File: config.mk
export PLATFORM = sky130hd
export DESIGN_NAME = r2fft_ctrl
export DESIGN_NICKNAME = d
export VERILOG_FILES = /design/src/r2fft_pkg.sv /design/src/r2fft_ctrl.sv
export SDC_FILE = /design/constraint.sdc
export NUM_CORES = 1
export LEC_CHECK = 0
export BUFFER_PORTS_ARGS = -buffer_cell sky130_fd_sc_hd__buf_2
export CELL_PAD_IN_SITES_DETAIL_PLACEMENT = 0
export CELL_PAD_IN_SITES_GLOBAL_PLACEMENT = 1
export CORE_AREA = 2 2 39 41
export CTS_CLUSTER_SIZE = 25
export DETAILED_ROUTE_END_ITERATION = 6
export DIE_AREA = 0 0 41 43
export GPL_TIMING_DRIVEN = 0
export PLACE_DENSITY_LB_ADDON = 0.2
export SETUP_SLACK_MARGIN = 0.4
export SLEW_MARGIN = 0
export SYNTH_ARGS = -nofsm -noshare
export SYNTH_HDL_FRONTEND = slang
export SYNTH_SLANG_ARGS = --single-unit
File: constraint.sdc
create_clock -name clk -period 1.8 [get_ports clk]
set_input_delay 0.09 -clock clk [delete_from_list [all_inputs] [get_ports clk]]
set_output_delay 0.09 -clock clk [all_outputs]
set_load 0.01 [all_outputs]
File: src/r2fft_pkg.sv
package r2fft_pkg;

  localparam int MAX_POINTS_DEF = 64;
  localparam int SMP_W = 16;
  localparam int BIN_W = 24;
  localparam int ACC_W = 24;
  localparam int SIZE_W = 3;
  localparam int ROM_POINTS = 64;

  localparam logic [0:0] CFG_SIZE = 1'b0;
  localparam logic [0:0] CFG_MODE = 1'b1;

  typedef enum logic [2:0] {
    ST_LOAD,
    ST_RD_A,
    ST_RD_B,
    ST_MUL,
    ST_WR_A,
    ST_WR_B,
    ST_OUT_RD,
    ST_OUT
  } state_t;

  typedef struct packed {
    logic       wr_smp;
    logic       rd_a;
    logic       rd_b;
    logic       mul;
    logic       wr_a;
    logic       wr_b;
    logic       out_rd;
    logic       out_load;
  } cmd_t;

  function automatic logic signed [16:0] cos_rom(input logic [4:0] k);
    logic signed [16:0] v;
    case (k)
      5'd0: v = 17'sd32768;
      5'd1: v = 17'sd32610;
      5'd2: v = 17'sd32138;
      5'd3: v = 17'sd31357;
      5'd4: v = 17'sd30274;
      5'd5: v = 17'sd28899;
      5'd6: v = 17'sd27246;
      5'd7: v = 17'sd25330;
      5'd8: v = 17'sd23170;
      5'd9: v = 17'sd20788;
      5'd10: v = 17'sd18205;
      5'd11: v = 17'sd15447;
      5'd12: v = 17'sd12540;
      5'd13: v = 17'sd9512;
      5'd14: v = 17'sd6393;
      5'd15: v = 17'sd3212;
      default: v = 17'sd0;
    endcase
    return v;
  endfunction

  function automatic logic signed [16:0] tw_cos(input logic [4:0] t);
    logic signed [16:0] v;
    if (t <= 5'd16) v = cos_rom(t);
    else v = -cos_rom(5'(6'd32 - {1'b0, t}));
    return v;
  endfunction

  function automatic logic signed [16:0] tw_sin(input logic [4:0] t);
    logic signed [16:0] v;
    if (t <= 5'd16) v = cos_rom(5'(5'd16 - t));
    else v = cos_rom(5'(t - 5'd16));
    return v;
  endfunction

endpackage

File: src/r2fft_ctrl.sv
module r2fft_ctrl (
  input  logic clk,
  input  logic rst_n,
  input  logic in_fire,
  input  logic frame_done,
  input  logic bfly_last,
  input  logic out_last,
  input  logic out_ready,
  output r2fft_pkg::state_t state,
  output r2fft_pkg::cmd_t   cmd
);
  import r2fft_pkg::*;

  state_t state_r, state_nxt;

  always_ff @(posedge clk) begin
    if (!rst_n) state_r <= ST_LOAD;
    else state_r <= state_nxt;
  end

  always_comb begin
    state_nxt = state_r;
    case (state_r)
      ST_LOAD: if (in_fire && frame_done) state_nxt = ST_RD_A;
      ST_RD_A: state_nxt = ST_RD_B;
      ST_RD_B: state_nxt = ST_MUL;
      ST_MUL: state_nxt = ST_WR_A;
      ST_WR_A: state_nxt = ST_WR_B;
      ST_WR_B: state_nxt = bfly_last ? ST_OUT_RD : ST_RD_A;
      ST_OUT_RD: state_nxt = ST_OUT;
      ST_OUT: if (out_ready) state_nxt = out_last ? ST_LOAD : ST_OUT_RD;
      default: state_nxt = ST_LOAD;
    endcase
  end

  always_comb begin
    cmd = '0;
    case (state_r)
      ST_LOAD: cmd.wr_smp = in_fire;
      ST_RD_A: cmd.rd_a = 1'b1;
      ST_RD_B: cmd.rd_b = 1'b1;
      ST_MUL: cmd.mul = 1'b1;
      ST_WR_A: cmd.wr_a = 1'b1;
      ST_WR_B: cmd.wr_b = 1'b1;
      ST_OUT_RD: cmd.out_rd = 1'b1;
      ST_OUT: cmd.out_load = out_ready;
      default: cmd = '0;
    endcase
  end

  assign state = state_r;

endmodule

==> results of run 1 <==
## cell usage after synthesis
cell type	instances	share of area [%]
nor3b_1	1	3.5
buf_4	2	7.1
nand2_1	4	7.1
a211oi_1	1	3.5
and3_1	2	5.9
nand2b_1	1	2.9
o221ai_1	1	4.1
a21o_1	1	3.5
nor3_1	1	2.4
nor4b_1	1	4.1
o32ai_1	2	8.2
a21oi_1	1	2.4
inv_1	2	3.5
nor2b_1	1	2.9
dfxtp_1	3	28
nor2_1	6	11
## through the flow
| stage | total power (uW) | std cells |
|---|---|---|
| floorplan | 118 | 30 |
| global placement | 148 | 63 |
| detailed placement | 148 | 63 |
| CTS | 269 | 67 |
| global route | 287 | 67 |
| finish | 263 | 67 |
## worst register-to-register path: stages (launching register included)
cell and delay [ps]:
dfxtp_1 470, nand2_1 170, o32ai_1 270
## report_power, final
group / internal (uW) / leakage (uW) / switching [uW]
clock: 83.1 / 0.0000150 / 34.7
combinational: 30.7 / 0.000148 / 35.4
sequential: 72.6 / 0.0000246 / 6.99
## per-layer routing
layer | global-route usage (%) | part of all wire (%)
met5 | 0 | 0
met4 | 12.0 | 0
met3 | 1.57 | 7.7
met2 | 12.8 | 46
met1 | 11.5 | 46
## kinds of logic after synthesis
family	share of synthesized area, %
and+or+nand+nor	39.4
AOI/OAI and AO/OA	21.8
buffers and inverters	10.6
DFF	28.2
## cells in the final DEF, fill, tap and decap left out
cell / n
a211oi_1: 1
o32ai_1: 2
buf_2: 17
nand2_1: 4
buf_4: 2
nor2b_1: 1
a21o_1: 1
nor3_1: 1
dfxtp_1: 3
clkbuf_4: 3
nor4b_1: 1
clkbuf_1: 1
nor2_1: 6
and3_1: 2
a21oi_1: 1
nand2b_1: 1
o221ai_1: 1
nor3b_1: 1
inv_1: 2
## how the worst max path moves through the flow
stage,start,end,depth (start not counted)
final,state[0],cmd[6],3
after CTS,state[0],cmd[6],3
after global routing,state[0],cmd[6],3
after floorplan,state[1],cmd[7],2
after global placement,state[0],state[2],2
after detailed placement,state[0],cmd[6],3
## final cells by class
cell class	count	area [um^2]	area share, %
multi-input cells	23	130	37.8
plain buffers	2	15.0	4.36
flip-flops and latches	3	60.1	17.5
repair buffers	17	85.1	24.7
inverters	2	7.51	2.18
well taps	16	20.0	5.82
clock buffers	4	26.3	7.64
==> results by group, run 1 <==
Worst setup path
  • Critical Path Fanout Max: 8
  • R2R Setup Slk: 790 ps
  • Critical path arrival: between 1000 and 1500 ps
  • Worst Path Buf+Inv: 2
  • CP max stage cell: dfxtp_1
  • CP Data Required Time: 1710 ps
  • Startpoint Class: flop
  • Delay-heaviest family, CP: flip-flops
  • Reg-to-Reg Start: state[0]
  • Worst Setup Path Type: reg -> out
  • Reg2Reg Depth: 2
  • Crit-path max cell delay: 470 ps
  • Critical-path cell list: inv_1, nor3_1, buf_2
  • Worst setup EP type: output pin
  • Reg2reg end: state[2]

Timing
  • Worst Skew: 0.683 ps
  • Max Fclk: 0.793 GHz
  • Setup TNS: 0 ps
  • Slew HR: 80.9%
  • Hold Vio Cnt, Final: 0
  • Endpoints failing setup: 0
  • RSZ-0062 raised after global routing: no
  • PnR worst setup slack: 538 ps
  • Period utilization: approximately 70%
  • Hold WS: 128 ps
  • Min Tclk post-route: between 1000 and 1500 ps
  • Worst-margin pin slew: 286 ps
  • Slew Limit Fails: 0

Die
  • Die Span Y: 43 um
  • Die width: 41 um
  • # rows: 14
  • Core Area: 1380 um^2
  • Initial Utilization: 15.4%
  • I/O Pins: 18
  • Die area: 1760 um^2

Worst hold path
  • Worst min-delay path endpoint: state[1]
  • Hold Path Cell Cnt: 3
  • Hold Path Class: in -> reg
  • Hold_sp: rst_n

Clock tree
  • CTS buffer count: 3
  • Setup Fix Bufs, Post-CTS: 0
  • CTS tree: yes
  • Clock Pin Slew Worst Setup and Hold Paths: 40 ps
  • Root Driver: clkbuf_4
  • Skew-Pair Late Insertion Delay: 230 ps
  • Htree depth: 1
  • Hold-fix buffers, CTS: 0
  • CTS Buffer Depth: 2
  • Resized cells post-CTS: 0
  • Clock Sinks: 3

Place
  • HPWL after DPL: 503 um
  • Port bufs: 17
  • Gpl congestion: 0.720
  • Cell area after placement: 318 um^2
  • Post-Place Setup Slack: ~780 ps

Power and ir drop
  • Leakage: 0.000188 uW
  • Cell Pwr Density: 766 nW/um^2
  • Peak VDD IR: 102 uV

Route
  • DR vias/cell: slightly above 4
  • Routed vias: 270
  • ANT nets after route: 0
  • DRC viols: 0
  • Drt first pass iters: 4
  • First-iteration detailed-routing DRC count: 5
  • Routed wire length: 666 um
  • Routed WL per cell: just under 10 um

Final layout
  • Antenna fix cells: 0
  • Fill count: 165
  • Post-route cell area: 344 um^2
  • Final core occ: 24.9%
  • Synth-to-Final Area Change: 61.8%
  • Max reg flops: 3
  • Layout cells sized above 1: 43.1%
  • Nets: 59

Logic synthesis
  • Post-synthesis cell count: 30
  • Avg Inst Size Synth: 7.09 um^2
  • Yosys reg bits: 3
  • Warnings, synthesis: 0
  • Post-synthesis sequential area ratio: 28.2%
  • Syn_nets: 37
  • Cell variety after synth: 16
  • Mapped Area: 213 um^2

GRT
  • Initial antenna violation count: 0
  • Gr usage total: 9.82%
  • Total gr overflow: 0
  • Largest net degree at the start of global routing: 11
  • Number of global-route vias before repair: 266
  • First-pass GRT wire length: 1080 um

Run status
  • Outcome: finished clean

Job
  • Max-Cap Viols: 0
(Power assumes the default switching activity.)
==> run 2, diff against run 1 <==
--- a/config.mk
+++ b/config.mk
@@ -5,6 +5,7 @@
 export SDC_FILE = /design/constraint.sdc
 export NUM_CORES = 1
 export LEC_CHECK = 0
+export ABC_AREA = 1
 export BUFFER_PORTS_ARGS = -buffer_cell sky130_fd_sc_hd__buf_2
 export CELL_PAD_IN_SITES_DETAIL_PLACEMENT = 0
 export CELL_PAD_IN_SITES_GLOBAL_PLACEMENT = 1
==> constraint.sdc (replaced) <==
create_clock -name clk -period 1.2 [get_ports clk]
set_input_delay 0.06 -clock clk [delete_from_list [all_inputs] [get_ports clk]]
set_output_delay 0.06 -clock clk [all_outputs]
set_load 0.01 [all_outputs]
==> results by group, run 2 <==
Logic synthesis
  • Dominant synthesized flop cell: dfxtp_1
  • Post-synthesis sequential area ratio: 23.3%
  • Warnings, synthesis: 0
  • Yosys reg bits: 3
  • Biggest area consumer among synthesized cells: dfxtp_1
  • Largest cells by area after synthesis: dfxtp_1, inv_1, nand2_1
  • Syn_nets: 52
  • Ys async rst share: 0%
  • Number of flops mapped to enable cells by yosys: 0
  • Mapped Area: 258 um^2
  • Synth cell count leaders: inv_1, nand2_1, nor2_1
  • Proportion of netlist area held by the largest area contributor: roughly a quarter
  • Avg Inst Size Synth: approximately 5.7 um^2
  • Cell variety after synth: 15
  • Post-synthesis cell count: 45

Route
  • DR vias/cell: 3.94
  • Routed vias: 351
  • Drt first pass iters: 1
  • First-iteration detailed-routing DRC count: 0
  • ANT nets after route: 0
  • Routed WL per cell: 9.07 um
  • DRC viols: 0
  • Routed wire length: 807 um

Job
  • Max-Cap Viols: 0

Power and ir drop
  • Tot Pwr: between 400 and 500 uW
  • Cell Pwr Density: 667 nW/um^2
  • Peak VDD IR: a little under 500 uV
  • Leakage: 0.000312 uW

GRT
  • Gr usage total: 10.7%
  • First-pass GRT wire length: 1260 um
  • Number of global-route vias before repair: 329
  • Initial antenna violation count: 0
  • Largest net degree at the start of global routing: 9
  • Total gr overflow: 0

Worst setup path
  • Reg2Reg Depth: 7
  • CP max stage cell: dfxtp_4
  • Startpoint Class: flop
  • Crit-path max cell delay: roughly 390 ps
  • Worst Setup Path Type: reg -> out
  • Critical-path cell list: nor4_4, buf_2
  • Cell depth of the worst setup path: 2
  • Worst Path Buf+Inv: 1
  • Critical path arrival: 1070 ps
  • CP Data Required Time: 1140 ps
  • Worst setup EP type: output pin
  • Critical Path Fanout Max: 8
  • Delay-heaviest family, CP: flip-flops

Place
  • Gpl congestion: 0.617
  • HPWL after DPL: around 550 um
  • Port bufs: 17
  • Post-Place Setup Slack: 124 ps

Run status
  • Outcome: finished clean

Clock tree
  • Clock Pin Slew Worst Setup and Hold Paths: 40 ps
  • Htree depth: 1
  • CTS buffer count: 3
  • Root Driver: clkbuf_4
  • Skew-Pair Late Insertion Delay: between 200 and 250 ps
  • CTS Buffer Depth: 2
  • Clock Sinks: 3
  • CTS tree: yes

Final layout
  • Layout cells sized above 1: 68.5%
  • Final core occ: 44.0%
  • Most common cell after layout, fill and taps aside: buf_2
  • Synth-to-Final Area Change: 136%
  • Nets: between 80 and 90
  • Most frequent cells in the layout: buf_2, buf_6, inv_1, nand2_1, nor2_4
  • Max reg flops: 3
  • Antenna fix cells: 0

Timing
  • RSZ-0062 raised after global routing: yes
  • Worst Skew: between 2 and 2.5 ps
  • Hold Vio Cnt, Final: 0
  • Endpoints failing setup: 0
  • Slew HR: 86.8%
  • Slew Limit Fails: 0
  • Max Fclk: 0.885 GHz
  • Setup TNS: 0 ps
  • Hold WS: 90.5 ps
  • PnR worst setup slack: roughly 70 ps
  • Period utilization: a little over nine tenths
  • Worst-margin pin slew: 197 ps
  • Min Tclk post-route: 1130 ps

Die
  • # rows: 14
  • Die Span Y: 43 um
  • Core Area: 1380 um^2
  • Initial Utilization: 18.6%
  • Die width: 41 um
  • Die area: between 1500 and 2000 um^2
  • I/O Pins: 18

Worst hold path
  • Hold Path Class: in -> reg
  • Hold Path Cell Cnt: 3
[run 2: cell types whose count changed in the layout (fill, tap and decap cells not counted), sizes merged, moves of 3 or more]
cell,before,now
nor2,6,9
nand3,0,5
nand2,4,9
buf,19,25
inv,2,11
[run 2: through the flow]
| step | instances | area, um^2 |
|---|---|---|
| after floorplan | 45 | 287 |
| after global placement | 78 | 392 |
| after detailed placement | 78 | 392 |
| after CTS | 87 | 539 |
| after global routing | 89 | 609 |
| final | 89 | 609 |
[run 2: path summary, 6_finish.rpt]
path                  from  slack, ps        to
setup / recovery  state[1]         70    cmd[7]
hold / removal       rst_n         90  state[1]
setup reg to reg  state[1]        130  state[1]
hold reg to reg   state[1]        730  state[1]
[run 2: kinds of logic after synthesis]
family | count (synthesis) | share of synthesized area (%)
compound gates | 5 | 11.2
buf+inv | 12 | 20.4
flops | 3 | 23.3
simple gates | 25 | 45.1
[run 2: worst min-delay path: stages]
cell and delay (ps):
buf_2 70, inv_1 60, a21oi_2 90
[run 2: metal layers]
layer	vias up	part of all wire, %	GRT usage [%]
met5	-	0	0
met4	0	0	8.00
met3	0	5.1	1.57
met2	10	57	17.2
met1	148	37	11.9
li1	193	-	-
[run 2: what timing repair did]
action                     CTS  global route
setup buffers                5             2
hold buffers                 0             0
resized for setup           18            13
setup endpoints to repair   13            13
pin swaps                    6             8
[run 2: cell type report]
type | count | area [um^2]
clock buffer | 4 | 26.3
sequential | 3 | 68.8
tap | 16 | 20.0
timing repair buffer | 24 | 184
fill | 152 | 774
inverter | 11 | 53.8
buffer | 1 | 20.0
multi-input combinational | 30 | 236
[run 2: report_power, final]
group	leakage (uW)	total, uW	switching (uW)	internal [uW]
sequential	0.0000263	107	5.84	101
combinational	0.000271	127	60.4	67.1
clock	0.0000150	172	48.2	124
